## src/abl_pkg.sv

```systemverilog
`default_nettype none
package abl_pkg;

    localparam int SAMPLE_W = 16;
    localparam int STATE_W  = 32;
    localparam int ENERGY_W = 48;
    localparam int TALLY_W  = 14;
    localparam int FREQ_W   = 17;
    localparam int DAMP_W   = 22;
    localparam int GAIN_W   = 26;
    localparam int SLOT_W   = 9;
    localparam int CFG_W    = 26;
    localparam int IDX_W    = 3;

    localparam logic [IDX_W-1:0] REG_BAND_MODE = 3'd0;
    localparam logic [IDX_W-1:0] REG_COEF_FREQ = 3'd1;
    localparam logic [IDX_W-1:0] REG_COEF_DAMP = 3'd2;
    localparam logic [IDX_W-1:0] REG_GAIN      = 3'd3;
    localparam logic [IDX_W-1:0] REG_DMX_SLOT  = 3'd4;

    // Shared-multiplier operation codes
    typedef enum logic [2:0] {
        MUL_DAMP,   // r * band
        MUL_HP,     // w * hp
        MUL_LOW,    // w * band(new)
        MUL_SQ,     // v * v
        MUL_GAIN    // rms22 * gain
    } mul_op_t;

    typedef enum logic [3:0] {
        ST_IDLE,
        ST_DAMP,
        ST_HP,
        ST_WHP,     // issue w * hp from the registered hp
        ST_LOW,
        ST_WLOW,    // issue w * band from the registered new band
        ST_SQ,
        ST_ACC,
        ST_DIV,
        ST_SQRT,
        ST_GAIN,
        ST_OUT
    } state_t;

    function automatic logic signed [STATE_W-1:0] sat32(input logic signed [49:0] v);
        if (v > 50'sh0_7FFF_FFFF) return 32'sh7FFF_FFFF;
        if (v < -50'sh0_8000_0000) return 32'sh8000_0000;
        return v[STATE_W-1:0];
    endfunction

endpackage
`default_nettype wire

```

## src/abl_mul.sv

```systemverilog
`default_nettype none
module abl_mul
    import abl_pkg::*;
(
    input  wire logic               aclk,
    input  wire logic signed [39:0] op_a,
    input  wire logic signed [26:0] op_b,
    output logic signed [66:0]      prod_reg
);
    // One registered signed multiplier, shared by every multiply step
    always_ff @(posedge aclk) begin
        prod_reg <= op_a * op_b;
    end
endmodule
`default_nettype wire

```

## config.mk

```make
export PLATFORM = sky130hd
export DESIGN_NAME = abl_mul
export DESIGN_NICKNAME = d
export VERILOG_FILES = /design/src/abl_pkg.sv /design/src/abl_mul.sv
export SDC_FILE = /design/constraint.sdc
export NUM_CORES = 2
export LEC_CHECK = 0
export BUFFER_PORTS_ARGS = -buffer_cell sky130_fd_sc_hd__buf_2
export CAP_MARGIN = 10
export CORE_MARGIN = 1
export CORE_UTILIZATION = 60
export CTS_CLUSTER_SIZE = 20
export DETAILED_ROUTE_END_ITERATION = 10
export HOLD_SLACK_MARGIN = 0.1
export PLACE_DENSITY = 0.81
export SETUP_SLACK_MARGIN = 0.3
export SLEW_MARGIN = 25
export SYNTH_ARGS = -nofsm -noshare
export SYNTH_HDL_FRONTEND = slang
export SYNTH_SLANG_ARGS = --single-unit
```

## constraint.sdc

```tcl
create_clock -name aclk -period 8.18 [get_ports aclk]
set_input_delay 1.227 -clock aclk [delete_from_list [all_inputs] [get_ports aclk]]
set_output_delay 1.227 -clock aclk [all_outputs]
set_load 0.01 [all_outputs]
```

== Yosys cells after proc, flatten, opt, wreduce, memory -nomap -nowiden ==
Cells that the tools add are included.
Operators by class
  multiply operators: 1
Operators by type and width (number)
  multiplier 40 x 27 -> 67 bit: 1
Storage, ports and cells
  register bits after elaboration: 67
  input bits: 68
  output and inout bits: 67
  word-level logic and storage cells: 2

== Logic depth before layout (Yosys ltp) ==
  depth after elaboration: 1
  depth in mapped cells: 27
  gate-level depth less buffers: 24

== Worst setup path after synthesis ==
Ideal clock, no wire load.
  kind: input to register
  start point: input port op_a[39]
  end point: register prod_reg[66]
  library setup time: 91 ps
  arrival: 7633 ps
  required time: 8089 ps
  setup slack: 456 ps
  stages on the path: 23
  buffers on the path: 2
  cell sequence: clkbuf_1 > nand2_1 > inv_1 > fa_1 > inv_1 > fa_1 > inv_1 > fa_1 > inv_1 > fa_1 > fa_1 > fa_1 > fa_1 > inv_1 > ha_1 > clkbuf_1 > nand4_1 > or3_1 > o22ai_1 > a211oi_1 > o21ba_2 > nand3_1 > nor4bb_1
Between the ends
  longest elaborated chain between the ends: 1
Ends and longest elaborated chain
  start: declaration: RTL line abl_mul.sv:6  | input wire logic signed [39:0] op_a,
  multiplier 40 x 27 -> 67 bit: RTL line abl_mul.sv:12  | prod_reg <= op_a * op_b;
  end signal: assignment: RTL line abl_mul.sv:12
  end: declaration: RTL line abl_mul.sv:8  | output logic signed [66:0] prod_reg
Every way passes these cells.

== Final worst setup path ==
  start point: input port op_b[3]
  end point: register prod_reg[65]
Between the ends
  longest elaborated chain between the ends: 1
Ends and longest elaborated chain
  start: declaration: RTL line abl_mul.sv:7  | input wire logic signed [26:0] op_b,
  multiplier 40 x 27 -> 67 bit: RTL line abl_mul.sv:12
Every way passes these cells.

==> flow_summary.yaml <==
logic_synthesis:
  synth_area_leader_cell: "fa_1"
  yosysMostFrequentCell: "inv_1"
  yosys_warnings: 0
  ys.flop_type: "dfxtp_1"
  yosys-top-cells-count: "inv_1, fa_1, nand2_1, and2_1, clkbuf_1"
  synth-seq-area-share_pct: 3.476
  yosys-top-cells-area: "fa_1, inv_1, nand2_1"
  syn_nets: 5661
  async_reset_ff_share_pct: 0
  syn_inst: 4323
  avgSynthCellArea_sq_um: 8.925
  ys_ff_latch: 67
  synth_edf_count: 0
  netlist_area_sq_um: 38580
  synth_top_cell_area_share_pct: 56.35
  yosysUniqueCellTypes: 70
timing:
  tightest_slew_ns: 0.5349
  rsz0062_at_grt: "true"
  finalCritPeriodShare_pct: 94.61
  post-route-min-period_ns: 7.739
  max_freq_ghz: 0.1292
  hold_ws_ns: 1.597
  setup_viol: 0
  slew_headroom_pct: 64.24
  timing.final.ws_setup_ns: 0.4409
  slew_violations: 0
  finalHoldViolations: 0
detailed_routing:
  vias: 29610
  wire_per_inst_um: 19.73
  viasPerCell: 5.465
  drt-total-wl_mm: 106.9
  drc: 0
  ant_nets: 0
  firstDrtPassIters: 6
  drt_iter0_drc: 2079
global_route:
  antenna_found_initial: 10
  globalRouteTotalUtil_pct: 34.77
  grt_pass1_wl_mm: 174.5
  grt_pass1_vias: 33410
  grt_max_degree: 30
  overflow: 0
finish:
  largest_reg_flops: 67
  fin_util_pct: 67.86
  final-seq-area_sq_um: 1341
  nFillCells: 4765
  multi_input_area_sq_um: 32000
  syn_to_final_growth_pct: 11.35
  final_nets: 5900
  layout-drive-gt1-share_pct: 11.67
clocking:
  cts_buffers: 9
  clockBufferDepth: 2
  root_buffer: "clkbuf_16"
  htree_levels: 3
  cts_tree: "built"
  path_clk_slew_ns: 0.06
  clock_sinks: 67
status:
  status: "completed"
job:
  drv_cap: 0
place:
  gp_congestion: 0.9910
  port_buffers: 134
  hpwl_mm: 92.20
  dp_slack_ns: -0.6211
floorplan:
  start_util_pct: 60.94
  pin_count: 135
  fp.dieH_um: 255.6
  rows: 92
  die_area_sq_um: 65320
  die_x_um: 255.6
  core_sq_um: 63310
setup_path:
  critPathMaxStageDelay_ns: 0.69
  timing_worst_setup_path_type: "in -> reg"
  critPathCaptureType: "register"
  crit_family: "adder cells"
  required_ns: 8.45
  crit_slowest_cell: "fa_2"
  path_max_fanout: 10
  cp_common_cell: "fa_1"
  critPathArrivalTime_ns: 8.01
  crit_buf_inv: 11
  start_kind: "input port"
min_path:
  worst_hold_path_type: "in -> reg"
## area by class of cell
cell class | instances | area share (%)
inverter | 1197 | 10.47
timing repair buffer | 472 | 8.735
antenna | 6 | 0.03495
sequential | 67 | 3.122
tap | 846 | 2.464
multi-input combinational | 2815 | 74.49
clock inverter | 2 | 0.08155
clock buffer | 13 | 0.6058
## routing by layer
metal	part of all wire, %	track usage, %
met1	34	39.18
met2	50	58.67
met3	8.7	8.259
met4	7.9	23.77
met5	0.048	0
## through the flow
stage | cells | area, sq um | TNS (ns)
2_1_floorplan | 4323 | 38580 | 0
3_3_place_gp | 5391 | 42310 | -1.839
3_5_place_dp | 5391 | 42310 | -2.434
4_1_cts | 5406 | 42700 | 0
5_1_grt | 5417 | 42960 | 0
6_report | 5418 | 42960 | 0
## cells in the final DEF, fill, tap and decap left out, types with 6 or more instances in the layout
master	netlist	routed
a21oi_1	64	60
buf_6	0	9
nor2b_1	6	6
nand4_1	13	13
a21oi_2	2	6
and3_1	7	6
and2_1	300	299
fa_1	1086	1082
nand2b_1	16	16
xor2_1	20	20
nor2_1	62	62
nor3_1	16	14
a31oi_1	12	10
buf_2	2	105
a211oi_1	7	6
buf_12	0	35
o21bai_1	9	9
a21o_1	22	22
diode_2	0	6
dfxtp_1	67	67
nand3_1	21	21
clkbuf_4	0	15
xnor2_1	50	50
ha_1	184	181
inv_1	1196	1194
o211ai_1	10	10
clkbuf_16	0	9
buf_4	2	308
nand2_1	794	794
o21ai_0	38	36
## cells by family (layout without fill, tap and decap cells)
| logic type | after synthesis | in the layout | share of synthesized area, % |
|---|---|---|---|
| other | 0 | 6 | 0 |
| XOR/XNOR | 70 | 70 | 1.589 |
| AND/OR/NAND/NOR | 1257 | 1257 | 14.79 |
| multiplexers | 2 | 2 | 0.05513 |
| flip-flops | 67 | 67 | 3.476 |
| buffers and inverters | 1441 | 1684 | 14.05 |
| adder cells (fa/ha/maj) | 1270 | 1270 | 62.32 |
| AO/OA/AOI/OAI | 216 | 216 | 3.720 |
## path summary, 6_finish.rpt
check	from	end	cells after the start
max	op_b[3]	prod_reg[65]$_DFF_P_	28
min	op_b[0]	prod_reg[0]$_DFF_P_	4
## repair_timing
action | 4_1_cts | 5_1_grt
gates cloned | 0 | 0
setup endpoints to repair | 7 | 26
hold buffers | 0 | 0
setup buffers | 0 | 6
gates resized for setup | 21 | 63
endpoints found under the hold margin | 0 | 0
pin swaps | 2 | 13
Power is not shown: default switching activity piles up to over one toggle a cycle in this logic, so the estimate is an artifact.
