==> config.mk <==
export PLATFORM = sky130hd
export DESIGN_NAME = abl_divsqrt
export DESIGN_NICKNAME = d
export VERILOG_FILES = /design/src/abl_pkg.sv /design/src/abl_divsqrt.sv
export SDC_FILE = /design/constraint.sdc
export NUM_CORES = 1
export LEC_CHECK = 0
export ABC_AREA = 0
export BUFFER_PORTS_ARGS = -buffer_cell sky130_fd_sc_hd__buf_2
export CAP_MARGIN = 20
export CORE_MARGIN = 2
export CORE_UTILIZATION = 48
export DETAILED_ROUTE_END_ITERATION = 10
export GPL_ROUTABILITY_DRIVEN = 0
export PLACE_DENSITY = 0.77
export RECOVER_POWER = 100
export SETUP_SLACK_MARGIN = 0.15
export SLEW_MARGIN = 10
export SYNTH_ARGS = -nofsm -noshare
export SYNTH_HDL_FRONTEND = slang
export SYNTH_SLANG_ARGS = --single-unit
==> constraint.sdc <==
create_clock -name aclk -period 16.8 [get_ports aclk]
set_input_delay 0.84 -clock aclk [delete_from_list [all_inputs] [get_ports aclk]]
set_output_delay 0.84 -clock aclk [all_outputs]
set_load 0.03 [all_outputs]
==> src/abl_pkg.sv <==
`default_nettype none
package abl_pkg;

    localparam int SAMPLE_W = 16;
    localparam int STATE_W  = 32;
    localparam int ENERGY_W = 48;
    localparam int TALLY_W  = 14;
    localparam int FREQ_W   = 17;
    localparam int DAMP_W   = 22;
    localparam int GAIN_W   = 26;
    localparam int SLOT_W   = 9;
    localparam int CFG_W    = 26;
    localparam int IDX_W    = 3;

    localparam logic [IDX_W-1:0] REG_BAND_MODE = 3'd0;
    localparam logic [IDX_W-1:0] REG_COEF_FREQ = 3'd1;
    localparam logic [IDX_W-1:0] REG_COEF_DAMP = 3'd2;
    localparam logic [IDX_W-1:0] REG_GAIN      = 3'd3;
    localparam logic [IDX_W-1:0] REG_DMX_SLOT  = 3'd4;

    // Shared-multiplier operation codes
    typedef enum logic [2:0] {
        MUL_DAMP,   // r * band
        MUL_HP,     // w * hp
        MUL_LOW,    // w * band(new)
        MUL_SQ,     // v * v
        MUL_GAIN    // rms22 * gain
    } mul_op_t;

    typedef enum logic [3:0] {
        ST_IDLE,
        ST_DAMP,
        ST_HP,
        ST_WHP,     // issue w * hp from the registered hp
        ST_LOW,
        ST_WLOW,    // issue w * band from the registered new band
        ST_SQ,
        ST_ACC,
        ST_DIV,
        ST_SQRT,
        ST_GAIN,
        ST_OUT
    } state_t;

    function automatic logic signed [STATE_W-1:0] sat32(input logic signed [49:0] v);
        if (v > 50'sh0_7FFF_FFFF) return 32'sh7FFF_FFFF;
        if (v < -50'sh0_8000_0000) return 32'sh8000_0000;
        return v[STATE_W-1:0];
    endfunction

endpackage
`default_nettype wire

==> src/abl_divsqrt.sv <==
`default_nettype none
module abl_divsqrt
    import abl_pkg::*;
(
    input  wire logic                aclk,
    input  wire logic                aresetn,
    input  wire logic                start_div,
    input  wire logic                start_sqrt,
    input  wire logic [ENERGY_W-1:0] dividend,
    input  wire logic [TALLY_W-1:0]  divisor,
    output logic                     done,
    output logic [31:0]              root_reg
);
    // Restoring divide, one quotient bit a cycle; then bitwise sqrt,
    // one result bit a cycle on mean * 2^14 (62 bits).
    logic [ENERGY_W-1:0] quo_reg, quo_next;
    logic [TALLY_W:0]    rem_reg, rem_next;
    logic [63:0]         rad_reg, rad_next;
    logic [32:0]         srem_reg, srem_next;
    logic [31:0]         root_next;
    logic [5:0]          cnt_reg, cnt_next;
    logic                div_reg, div_next, sq_reg, sq_next;
    logic [TALLY_W:0]    trial_rem;
    logic [34:0]         trial_s;
    logic [34:0]         sub_s;

    always_comb begin
        quo_next  = quo_reg;
        rem_next  = rem_reg;
        rad_next  = rad_reg;
        srem_next = srem_reg;
        root_next = root_reg;
        cnt_next  = cnt_reg;
        div_next  = div_reg;
        sq_next   = sq_reg;
        done      = 1'b0;
        trial_rem = {rem_reg[TALLY_W-1:0], quo_reg[ENERGY_W-1]};
        trial_s   = {srem_reg, rad_reg[63:62]};
        sub_s     = {1'b0, root_reg, 2'b01};
        if (start_div) begin
            quo_next = dividend;
            rem_next = '0;
            cnt_next = 6'd48;
            div_next = 1'b1;
        end else if (div_reg) begin
            if (trial_rem >= {1'b0, divisor}) begin
                rem_next = trial_rem - {1'b0, divisor};
                quo_next = {quo_reg[ENERGY_W-2:0], 1'b1};
            end else begin
                rem_next = trial_rem;
                quo_next = {quo_reg[ENERGY_W-2:0], 1'b0};
            end
            cnt_next = cnt_reg - 6'd1;
            if (cnt_reg == 6'd1) begin
                div_next = 1'b0;
                done     = 1'b1;
            end
        end else if (start_sqrt) begin
            rad_next  = {2'b00, quo_reg[47:0], 14'd0};
            srem_next = '0;
            root_next = '0;
            cnt_next  = 6'd32;
            sq_next   = 1'b1;
        end else if (sq_reg) begin
            rad_next = {rad_reg[61:0], 2'b00};
            if (trial_s >= sub_s) begin
                srem_next = 33'(trial_s - sub_s);
                root_next = {root_reg[30:0], 1'b1};
            end else begin
                srem_next = trial_s[32:0];
                root_next = {root_reg[30:0], 1'b0};
            end
            cnt_next = cnt_reg - 6'd1;
            if (cnt_reg == 6'd1) begin
                sq_next = 1'b0;
                done    = 1'b1;
            end
        end
    end

    always_ff @(posedge aclk) begin
        if (!aresetn) begin
            div_reg <= 1'b0;
            sq_reg  <= 1'b0;
            cnt_reg <= '0;
        end else begin
            div_reg <= div_next;
            sq_reg  <= sq_next;
            cnt_reg <= cnt_next;
        end
        quo_reg  <= quo_next;
        rem_reg  <= rem_next;
        rad_reg  <= rad_next;
        srem_reg <= srem_next;
        root_reg <= root_next;
    end
endmodule
`default_nettype wire

# Word-level counts from Yosys, hierarchy flattened
# Cells that the tools add are included.
# word_totals
regBits	197
latch_bits	0
ram_bits	0
rom_bits	0
wordCells	50
n_memories	0
# classes
add_sub_neg	3
multipliers	0
n_div	0
n_lt_le_gt_ge	2
n_eq_ne	1
shift	0
n_mux	24
bitwise_logic	3
reduce_logical	7
# op_table
operator	n
two-way mux 48 bit	2
two-way mux 33 bit	2
two-way mux 64 bit	1
two-way mux 62 bit	1
>= comparator 35 x 34 -> 1 bit	1
subtractor 33 bit	1
two-way mux 32 bit	1
two-way mux 6 bit	4
>= comparator 15 x 14 -> 1 bit	1
two-way mux 14 bit	1
subtractor 14 bit	1
two-way mux 1 bit	12
equality test 6 x 1 -> 1 bit (second input constant)	1
subtractor 6 x 1 -> 6 bit (second input constant)	1
nonzero test 2 bit	2
nonzero test 4 bit	1
inverter 1 bit	3
AND reduction 3 bit	1
nonzero test 3 bit	1
AND reduction 2 bit	1
OR reduction 2 bit	1

# Logic depth before layout (Yosys ltp)
# Gate-level depths: netlist of run 1.
# depth
word_depth	6
ltp_mapped	13

# Least setup slack after synthesis of run 1
# Ideal clock, no wire load.
# synth_timing
path_kind	input port to flip-flop
start	in start_div
end	reg rad_reg[14] (enable)
setup_ns	0.590
arrival_ns	6.525
required_ns	16.210
setup_slack_ns	9.685
stages	3
path_buffers	1
cell_sequence	clkbuf_1 -> or2_2 -> nor2_1
# synth_between
elab_chain_cells	2
# synth_rtl
item	line_no	source
start: declaration	abl_divsqrt.sv:7	input wire logic start_div,
inverter 1 bit (no line)	n/a	
AND reduction 3 bit (no line)	n/a	
end signal: assignment	abl_divsqrt.sv:93	rad_reg <= rad_next;
end: declaration	abl_divsqrt.sv:18	logic [63:0] rad_reg, rad_next;
# No other way between the ends.
# A chain may end at the register's enable or synchronous reset.

# Worst setup path in the final report of run 1
# layout_timing
start	in start_div
end	reg srem_reg[15] (enable)
# layout_between
elab_chain_cells	2
# layout_rtl
item	line_no	source
inverter 1 bit (no line)	n/a	
AND reduction 3 bit (no line)	n/a	
end signal: assignment	abl_divsqrt.sv:94	srem_reg <= srem_next;
end: declaration	abl_divsqrt.sv:19	logic [32:0] srem_reg, srem_next;
# No other way between the ends.

==> results of run 1 <==
cells in the mapped netlist, types with 5 or more instances:
cell type	n
sky130_fd_sc_hd__ha_1	50
sky130_fd_sc_hd__a211oi_1	12
sky130_fd_sc_hd__a21oi_1	50
sky130_fd_sc_hd__xnor2_1	23
sky130_fd_sc_hd__a31oi_1	7
sky130_fd_sc_hd__and3_1	12
sky130_fd_sc_hd__a2111oi_0	5
sky130_fd_sc_hd__xor2_1	9
sky130_fd_sc_hd__inv_1	68
sky130_fd_sc_hd__or3_1	6
sky130_fd_sc_hd__nor2b_1	10
sky130_fd_sc_hd__nor3_1	13
sky130_fd_sc_hd__o21a_1	11
sky130_fd_sc_hd__a21boi_0	5
sky130_fd_sc_hd__nand2_1	56
sky130_fd_sc_hd__nor2_1	107
sky130_fd_sc_hd__nand2b_1	5
sky130_fd_sc_hd__a311oi_1	14
sky130_fd_sc_hd__mux2_2	94
sky130_fd_sc_hd__and2_1	5
sky130_fd_sc_hd__edfxtp_1	163
sky130_fd_sc_hd__dfxtp_1	22
sky130_fd_sc_hd__o21ai_0	40
sky130_fd_sc_hd__buf_1	9
sky130_fd_sc_hd__mux2i_1	20
sky130_fd_sc_hd__a21o_1	16
sky130_fd_sc_hd__clkbuf_1	30
sky130_fd_sc_hd__nand4_1	6
sky130_fd_sc_hd__nand3_1	18
logic make-up after synthesis:
| group | Yosys count | synth area share (%) |
|---|---|---|
| simple gates | 256 | 11.3 |
| compound gates | 200 | 12.9 |
| flops | 185 | 50.8 |
| mux | 114 | 12.0 |
| buf+inv | 111 | 4.30 |
| fa+ha+maj | 51 | 6.14 |
| xor+xnor | 32 | 2.67 |
power by group through the flow:
stage               clock, uW  combinational [uW]  sequential (uW)
floorplan                   0                 163              573
global placement            0                 209              569
detailed placement          0                 214              570
CTS                       434                 216              560
global route              452                 240              566
finish                    426                 215              562
final timing paths:
| kind | endpoint | startpoint | cells after the start | slack [ns] |
|---|---|---|---|---|
| worst min-delay path | rem_reg[12]$_SDFFE_PP0P_ | rem_reg[11]$_SDFFE_PP0P_ | 2 | 0.49 |
| worst max-delay path | srem_reg[15]$_SDFFCE_PP0P_ | start_div | 6 | 9.02 |
| worst min register to register | rem_reg[12]$_SDFFE_PP0P_ | rem_reg[11]$_SDFFE_PP0P_ | 2 | 0.49 |
| worst max register to register | srem_reg[15]$_SDFFCE_PP0P_ | div_reg$_SDFF_PN0_ | 4 | 11.02 |
final cells by class:
cell class | instances | area, sq um
Clock inverter | 15 | 216
Timing Repair Buffer | 105 | 478
Fill cell | 1885 | 9850
Multi-Input combinational cell | 653 | 4700
Antenna cell | 2 | 5.00
Clock buffer | 17 | 425
Tap cell | 280 | 350
Sequential cell | 185 | 5340
Inverter | 68 | 255
metal layers:
metal	GRT usage (%)	vias up
li1	-	3667
met4	5.12	0
met5	0	-
met1	23.8	3560
met2	29.6	184
met3	4.79	19
metrics by stage:
step	worst slack, ns	cell area (sq um)
5_1_grt	8.22	11800
4_1_cts	13.29	11900
2_1_floorplan	9.69	10500
3_3_place_gp	13.23	11200
3_5_place_dp	13.18	11200
6_report	9.02	11800
worst reg2reg max path: cells and delay by family, from the launching register on:
family                 cells  cell delay (ns)
buffers and inverters      2             4.50
flip-flops                 1             0.31
AND/OR/NAND/NOR            2             0.43
==> results by group, run 1 <==
Run status
  • Outcome: complete, but fails checks
  • Violated checks: capacitance limit, slew limit

Pwr
  • Int Pwr: roughly 850 uW
  • Proportion of power drawn by flip-flops and latches: 46.7%
  • Total power of the final layout: 1200 uW
  • Switching part of the total power: slightly below 30%
  • Static leakage: 0.00459 uW
  • Power density over the cells: 102 nW/um^2
  • Part of the total power dissipated in combinational logic: 17.9%
  • P_sw: 354 uW
  • Portion of total power attributed to the clock network: 35.4%
  • Largest vdd supply drop: 0.0000719 V

Route
  • Total via count in the routed design: between 7000 and 8000
  • Drt drc: 0
  • Topmost layer with routed signal wires: met4
  • Vias per std cell: 5.61
  • Total routed wirelength: around 21000 um
  • Length of the first detailed-routing pass in iterations: 5
  • Routed wire length on met3: 1170 um
  • Final ANT Viol Nets: 0
  • Length of routed wiring on met1: 9330 um
  • DRT iter0 DRCs: 494
  • Routed wirelength normalized by instance count: 15.7 um
  • Met2 layer wire length in the routed design: 10100 um

Worst setup path
  • Critical path, cell by cell: buf_2 > clkbuf_1 > or2_2 > nor2_4 > clkbuf_1 > clkbuf_1
  • Worst path arrival time: between 7 and 8 ns
  • CP Data Required Time: 16.76 ns
  • Launching element type of the critical path: input port
  • Most used cell, CP: sky130_fd_sc_hd__clkbuf_1
  • Type of the worst setup path: in -> reg
  • Crit-path slowest cell: sky130_fd_sc_hd__clkbuf_1
  • Family of cells with the greatest summed delay on the critical path: buffers and inverters
  • CP endpoint kind: register
  • Worst path buffer plus inverter count: 4
  • CP Max Fanout: 71
  • Highest cell delay on the worst timing path: between 2 and 3 ns

Die
  • Row count: 54
  • Die span in y: around 150 um
  • Initial Utilization: 48.6%
  • Die X-Extent: 152 um
  • Area of the placeable core: 21600 sq um
  • Die area: around 23000 sq um
  • Number of top-level design ports: 99

Synthesis
  • Flip-flop and latch count after synthesis: approximately 190
  • Area of the mapped netlist: around 11000 sq um
  • Post-synthesis sequential area ratio: 50.8%
  • Synthesized instance count: ~950
  • Post-synth top area share: 46.6%
  • Share of flip-flops with an asynchronous set or reset after synthesis: 0%
  • Biggest area contributors in the synthesized netlist: sky130_fd_sc_hd__edfxtp_1, sky130_fd_sc_hd__mux2_2, sky130_fd_sc_hd__ha_1
  • Post-Syn Nets: around 1100
  • Primary flip-flop cell chosen by synthesis mapping: sky130_fd_sc_hd__edfxtp_1
  • Count of unique library cells instantiated by Yosys: 64
  • Average cell area after synthesis: 11.1 sq um
  • EDFF count, synth: 163
  • Cell taking the most area after synthesis: sky130_fd_sc_hd__edfxtp_1
  • Number of warnings issued by yosys: 0

Cells and area
  • Cell Count, Final, Fillers Out: 1325
  • Final #Nets: 1147
  • Commonest non-fill, non-tap cell in the layout: sky130_fd_sc_hd__edfxtp_1
  • Flip-flop count of the largest register after layout: 50
  • Ratio of cells with drive above 1 in the final layout: 19.4%
  • Fraction of the core area covered by cells at the end of the flow: 54.4%
  • Commonest cells after routing, fill and taps aside: sky130_fd_sc_hd__edfxtp_1, sky130_fd_sc_hd__nor2_1, sky130_fd_sc_hd__mux2_2, sky130_fd_sc_hd__inv_1, sky130_fd_sc_hd__buf_2
  • Layout-stage area growth over the synthesis result: 12.0%

STA
  • Period minus WS final: 7.78 ns
  • Fin Setup TNS: 0 ns
  • Worst hold-check slack: 0.494 ns
  • Count of final max-slew check failures: 381
  • Share of the cycle needed by the critical path after routing: 46.3%
  • Hold violation count in the final report: 0
  • Setup violations, final: 0
  • Clk_skew: 0.0130 ns
  • Highest attainable clock frequency: ~130 MHz
  • Relative slew margins: -151%
  • Unrepaired setup endpoints after global routing: false
  • Slew at the pin closest to its max-slew limit: ~3.8 ns

Placed design
  • Number of buffer cells added on primary ports: between 90 and 100
  • Post-placement cell count: 1291
  • HPWL after detailed placement: between 10000 and 15000 um

Clock network
  • Number of buffers inserted during clock tree synthesis: 17
  • Number of post-CTS setup repair buffers: 0
  • CTS Root Buffer Type: sky130_fd_sc_hd__clkbuf_16
  • Bufs on Longest Clock Path: 2
  • Total number of H-tree levels: 4
  • Clock Sink Count: 185
  • Clk slew on worst S/H paths: around 0.08 ns
  • TritonCTS clock tree: done
  • Hold bufs inserted after CTS: 0
  • Resized cells post-CTS: 0
  • Clock latency on the worst-skew pair: 0.45 ns

GRT
  • Overall routing resource usage: 18.1%
  • Number of antenna violations at the first check in global routing: 2
  • Aggregate global routing overflow: 0
  • Pin count of the biggest net entering global routing: 73
  • Number of global-route vias before repair: 7061
  • First-pass GRT wire length: 34500 um

Hold path
  • Hold crit path type: reg -> reg

Flow run
  • Number of max-cap violations: 7
No activity file was read; power rests on OpenSTA's default activity.
==> inputs of run 2 (changes only) <==
--- a/config.mk
+++ b/config.mk
@@ -12,7 +12,7 @@
 export CORE_UTILIZATION = 48
 export DETAILED_ROUTE_END_ITERATION = 10
 export GPL_ROUTABILITY_DRIVEN = 0
-export PLACE_DENSITY = 0.77
+export PLACE_DENSITY = 0.79
 export RECOVER_POWER = 100
 export SETUP_SLACK_MARGIN = 0.15
 export SLEW_MARGIN = 10
==> constraint.sdc (replaced) <==
create_clock -name aclk -period 7.1 [get_ports aclk]
set_input_delay 0.355 -clock aclk [delete_from_list [all_inputs] [get_ports aclk]]
set_output_delay 0.355 -clock aclk [all_outputs]
set_load 0.03 [all_outputs]
==> run 2 against run 1 <==
  * Clock power up 140%
  * Power up 140%
  * Clock skew up 0.00084 ns
  * The flow still finishes with violations (capacitance limit, slew limit)
  * Critical endpoint is now rad_reg[54]$_DFFE_PP_
  * Non-clock buffer count unchanged
  * Flip-flop and latch count unchanged
  * Via count up 1.5%
  * Largest cell class unchanged
  * Final cell count down 0.15%
  * Final area up 0.21%
  * Critical path type unchanged
  * Highest routed layer is now met5
  * First-iteration DRC count down 2.2%
  * Die area unchanged
  * Global-route usage up 0.83 points
==> results by group, run 2 (synthesis results as in run 1) <==
STA
  • Setup violations, final: 0
  • Hold violation count in the final report: 0
  • Relative slew margins: -193%
  • Period minus WS final: 4.86 ns
  • Slew at the pin closest to its max-slew limit: 4.40 ns
  • Unrepaired setup endpoints after global routing: false
  • Fin Setup TNS: 0 ns
  • Clk_skew: 0.0139 ns
  • Share of the cycle needed by the critical path after routing: 68.5%
  • Count of final max-slew check failures: 167
  • Highest attainable clock frequency: 206 MHz

Worst setup path
  • Origin of the worst setup path: start_div
  • Worst path arrival time: between 4 and 5 ns
  • Most used cell, CP: sky130_fd_sc_hd__clkbuf_1
  • Family of cells with the greatest summed delay on the critical path: buffers and inverters
  • Crit-path slowest cell: sky130_fd_sc_hd__clkbuf_1
  • Number of cells on the critical path: 6
  • Worst path buffer plus inverter count: 4
  • Capture instance of the worst register-to-register path: srem_reg[15]$_SDFFCE_PP0P_
  • Critical Path Sink: rad_reg[54]$_DFFE_PP_
  • Worst R2R Path Depth: 10
  • CP Data Required Time: between 7 and 8 ns
  • Worst reg-to-reg setup slack: 2.78 ns
  • Type of the worst setup path: in -> reg
  • CP endpoint kind: register
  • Highest cell delay on the worst timing path: about 2.5 ns
  • CP Max Fanout: 71
  • Launch instance of the worst register-to-register path: srem_reg[5]$_SDFFCE_PP0P_
  • Critical path, cell by cell: buf_2 > clkbuf_1 > or2_2 > buf_4 > nor2_4 > clkbuf_1
  • Launching element type of the critical path: input port

Clock network
  • Number of buffers inserted during clock tree synthesis: 17
  • TritonCTS clock tree: done
  • Number of post-CTS setup repair buffers: 0
  • Total number of H-tree levels: 4
  • Resized cells post-CTS: 0
  • Bufs on Longest Clock Path: 2
  • Clk slew on worst S/H paths: 0.08 ns
  • Clock latency on the worst-skew pair: 0.44 ns
  • CTS Root Buffer Type: sky130_fd_sc_hd__clkbuf_16
  • Clock Sink Count: approximately 190
  • Hold bufs inserted after CTS: 0

Die
  • Initial Utilization: a little under 50%
  • Area of the placeable core: approximately 22000 sq um
  • Die span in y: 152 um
  • Die area: between 20000 and 25000 sq um
  • Row count: 54
  • Die X-Extent: 152 um
  • Number of top-level design ports: 99

Cells and area
  • Cell Count, Final, Fillers Out: 1323
  • Count of inserted antenna diode cells: 0
  • Ratio of cells with drive above 1 in the final layout: 19.4%
  • Commonest cells after routing, fill and taps aside: sky130_fd_sc_hd__edfxtp_1, sky130_fd_sc_hd__nor2_1, sky130_fd_sc_hd__mux2_2, sky130_fd_sc_hd__inv_1, sky130_fd_sc_hd__buf_2
  • Layout-stage area growth over the synthesis result: 12.2%
  • Flip-flop count of the largest register after layout: 50
  • Final #Nets: roughly 1100
  • Commonest non-fill, non-tap cell in the layout: sky130_fd_sc_hd__edfxtp_1
  • Fraction of the core area covered by cells at the end of the flow: 54.5%

Route
  • DRT iter0 DRCs: 483
  • Routed wirelength normalized by instance count: 16.5 um
  • Total via count in the routed design: 7540
  • Drt drc: 0
  • Final ANT Viol Nets: 0
  • Vias per std cell: between 5 and 6
  • Length of the first detailed-routing pass in iterations: 5
  • Total routed wirelength: 21900 um

Run status
  • Violated checks: capacitance limit, slew limit
  • Outcome: complete, but fails checks

Placed design
  • HPWL after detailed placement: about 15000 um
  • Number of buffer cells added on primary ports: 98
  • Post-placement cell count: 1290

GRT
  • First-pass GRT wire length: 36300 um
  • Number of global-route vias before repair: 7434
  • Pin count of the biggest net entering global routing: 95
  • Overall routing resource usage: 18.9%
  • Aggregate global routing overflow: 0
  • Number of antenna violations at the first check in global routing: 1

Hold path
  • Hold crit path type: in -> reg

Flow run
  • Number of max-cap violations: 2

Pwr
  • Largest vdd supply drop: 0.000154 V
  • Static leakage: 0.00461 uW
  • Power density over the cells: ~240 nW/um^2
[run 2: report_power, final]
part / total (uW) / internal [uW] / switching, uW
clock: 1040 / 506 / 529
combinational: 516 / 224 / 293
sequential: 1330 / 1290 / 41.6
[run 2: layer usage]
metal / track usage (%) / routed length [um] / up-vias
met2: 32.4 / 10900 / 196
met5: 0 / 13 / -
met3: 3.79 / 950 / 25
li1: - / - / 3664
met4: 4.85 / 206 / 2
met1: 24.6 / 9760 / 3653
[run 2: area by class of cell]
type | count | area, sq um
Inverter | 68 | 255
Clock buffer | 17 | 425
Sequential cell | 185 | 5340
Multi-Input combinational cell | 653 | 4710
Clock inverter | 15 | 224
Tap cell | 280 | 350
Fill cell | 1875 | 9830
Timing Repair Buffer | 105 | 493
[run 2: stage by stage]
stage	instance area, sq um	total power [uW]	hold slack [ns]	setup WS, ns
global placement	11200	1840	0.482	3.67
floorplan	10500	1740	0.467	0.470
finish	11800	2880	0.201	2.24
detailed placement	11200	1860	0.487	3.57
CTS	11900	2900	0.179	3.55
global route	11800	3010	0.193	1.65
[run 2: how the worst min path moves through the flow]
stage	cells past startpoint	startpoint	slack, ns	endpoint
2_1_floorplan	2	rem_reg[11]$_SDFFE_PP0P_	0.47	rem_reg[12]$_SDFFE_PP0P_
3_3_place_gp	2	rem_reg[11]$_SDFFE_PP0P_	0.48	rem_reg[12]$_SDFFE_PP0P_
3_5_place_dp	2	rem_reg[11]$_SDFFE_PP0P_	0.49	rem_reg[12]$_SDFFE_PP0P_
4_1_cts	2	aresetn	0.18	cnt_reg[5]$_SDFFE_PN0P_
5_1_grt	2	dividend[16]	0.19	quo_reg[16]$_DFFE_PN_
6_report	2	aresetn	0.20	cnt_reg[5]$_SDFFE_PN0P_
==> inputs of run 3 (changes only) <==
==> constraint.sdc (replaced) <==
create_clock -name aclk -period 4.2 [get_ports aclk]
set_input_delay 0.21 -clock aclk [delete_from_list [all_inputs] [get_ports aclk]]
set_output_delay 0.21 -clock aclk [all_outputs]
set_load 0.03 [all_outputs]
==> run 3 against run 2 <==
  * The flow still finishes with violations (capacitance limit, slew limit)
  * Wire length is 0.47% lower
  * Combinational power is 69% higher
  * Worst setup slack worse by 1.7 ns
==> results by group, run 3 (synthesis results as in run 1) <==
Worst setup path
  • CP Max Fanout: 17
  • CP endpoint kind: register
  • CP Data Required Time: 4.25 ns
  • Crit-path slowest cell: sky130_fd_sc_hd__a21o_1
  • Highest cell delay on the worst timing path: 0.44 ns
  • Critical path, cell by cell: ha_1 > a21oi_1 > o221ai_1 > a22oi_1 > o211ai_2 > a221o_1 > a21o_1 > buf_4 > mux2i_1 > nor2_1
  • Launching element type of the critical path: register
  • Worst path buffer plus inverter count: 1
  • Worst path arrival time: 3.69 ns
  • Type of the worst setup path: reg -> reg
  • Family of cells with the greatest summed delay on the critical path: compound AO/OA/AOI/OAI gates

Cells and area
  • Ratio of cells with drive above 1 in the final layout: between 15 and 20%
  • Layout-stage area growth over the synthesis result: 11.9%
  • Final #Nets: approximately 1200
  • Commonest non-fill, non-tap cell in the layout: sky130_fd_sc_hd__edfxtp_1
  • Commonest cells after routing, fill and taps aside: sky130_fd_sc_hd__edfxtp_1, sky130_fd_sc_hd__nor2_1, sky130_fd_sc_hd__mux2_2, sky130_fd_sc_hd__inv_1, sky130_fd_sc_hd__buf_2
  • Flip-flop count of the largest register after layout: 50
  • Count of inserted antenna diode cells: 0

Route
  • Total via count in the routed design: 7555
  • Met2 layer wire length in the routed design: about 11000 um
  • Routed wire length on met3: between 1000 and 1500 um
  • Topmost layer with routed signal wires: met5
  • Final ANT Viol Nets: 0
  • Total routed wirelength: approximately 22000 um
  • Length of the first detailed-routing pass in iterations: 7
  • Drt drc: 0
  • Routed wirelength normalized by instance count: approximately 16 um
  • DRT iter0 DRCs: 407
  • Length of routed wiring on met1: 9540 um
  • Vias per std cell: 5.69

Pwr
  • Proportion of power drawn by flip-flops and latches: 47.5%
  • Int Pwr: approximately 3400 uW
  • P_sw: 1370 uW
  • Largest vdd supply drop: ~0.00026 V
  • Total power of the final layout: 4720 uW
  • Power density over the cells: around 400 nW/um^2
  • Portion of total power attributed to the clock network: 34.1%
  • Static leakage: 0.00460 uW
  • Part of the total power dissipated in combinational logic: about 18%
  • Switching part of the total power: around 29%

GRT
  • Number of antenna violations at the first check in global routing: 1
  • Number of global-route vias before repair: ~7400
  • Aggregate global routing overflow: 0
  • Pin count of the biggest net entering global routing: 90
  • First-pass GRT wire length: 36100 um
  • Overall routing resource usage: 18.9%

STA
  • Worst hold-check slack: around 0.064 ns
  • Period minus WS final: ~3.6 ns
  • Relative slew margins: -138%
  • Final worst setup slack: 0.561 ns
  • Count of final max-slew check failures: 175
  • Unrepaired setup endpoints after global routing: false
  • Slew at the pin closest to its max-slew limit: ~3.6 ns
  • Clk_skew: 0.0134 ns
  • Highest attainable clock frequency: 275 MHz
  • Hold violation count in the final report: 0
  • Share of the cycle needed by the critical path after routing: 86.6%
  • Fin Setup TNS: 0 ns
  • Setup violations, final: 0

Die
  • Initial Utilization: 48.6%
  • Die area: 23100 sq um
  • Die span in y: between 150 and 200 um
  • Row count: 54
  • Area of the placeable core: 21600 sq um
  • Die X-Extent: 152 um
  • Number of top-level design ports: between 90 and 100

Placed design
  • HPWL after detailed placement: 14900 um
  • Number of buffer cells added on primary ports: 98
  • Worst slack at placement: approximately 0.71 ns

Clock network
  • Clock latency on the worst-skew pair: 0.43 ns
  • Number of post-CTS setup repair buffers: 0
  • Clock Sink Count: 185
  • Total number of H-tree levels: 4
  • Hold bufs inserted after CTS: 0
  • Number of buffers inserted during clock tree synthesis: 17
  • TritonCTS clock tree: done
  • Bufs on Longest Clock Path: 2
  • Clk slew on worst S/H paths: 0.08 ns
  • Resized cells post-CTS: 0
  • CTS Root Buffer Type: sky130_fd_sc_hd__clkbuf_16

Flow run
  • Number of max-cap violations: 3

Hold path
  • Hold crit path type: in -> reg

Run status
  • Outcome: complete, but fails checks
  • Violated checks: capacitance limit, slew limit
-- run 3: cell count changes in the layout (fill, tap and decap cells not counted), moves of 2 or more --
cell / delta
sky130_fd_sc_hd__inv_12: -9
sky130_fd_sc_hd__inv_8: +3
sky130_fd_sc_hd__mux2_2: +2
sky130_fd_sc_hd__buf_4: +3
sky130_fd_sc_hd__clkinv_8: +2
sky130_fd_sc_hd__mux2_1: -2
sky130_fd_sc_hd__clkbuf_1: +2
-- run 3: per-layer routing --
metal  global-route usage, %  up-vias
met1                    24.0     3636
met3                    4.71       38
met5                       0        -
li1                        -     3660
met2                    32.4      219
met4                    5.16        2
-- run 3: through the flow --
stage,area (sq um),utilization (%),std cells
2_1_floorplan,10500,-,949
3_3_place_gp,11300,52.1,1295
3_5_place_dp,11300,52.1,1295
4_1_cts,11900,54.8,1327
5_1_grt,11800,54.4,1327
6_report,11800,54.4,1327
-- run 3: power by group through the flow --
stage          Clock (uW)  Sequential [uW]  Combinational [uW]
4_1_cts              1650             2240                 877
5_1_grt              1710             2260                 972
6_report             1610             2240                 871
3_3_place_gp            0             2270                 845
2_1_floorplan           0             2290                 653
3_5_place_dp            0             2280                 867
-- run 3: path summary, 6_finish.rpt --
path / from / end / slack, ns / depth (start not counted)
max: srem_reg[12]$_SDFFCE_PP0P_ / srem_reg[19]$_SDFFCE_PP0P_ / 0.56 / 10
min: aresetn / cnt_reg[4]$_SDFFE_PN0P_ / 0.06 / 2
max reg2reg: srem_reg[12]$_SDFFCE_PP0P_ / srem_reg[19]$_SDFFCE_PP0P_ / 0.56 / 10
min reg2reg: rem_reg[8]$_SDFFE_PP0P_ / rem_reg[9]$_SDFFE_PP0P_ / 0.50 / 2
-- run 3: area by class of cell --
class                   instances  area (sq um)
multi-input cells             653          4720
fillers                      1919          9860
well taps                     280           350
inverters                      68           255
repair buffers                109           510
flip-flops and latches        185          5340
clock inverters                15           170
clock buffers                  17           425
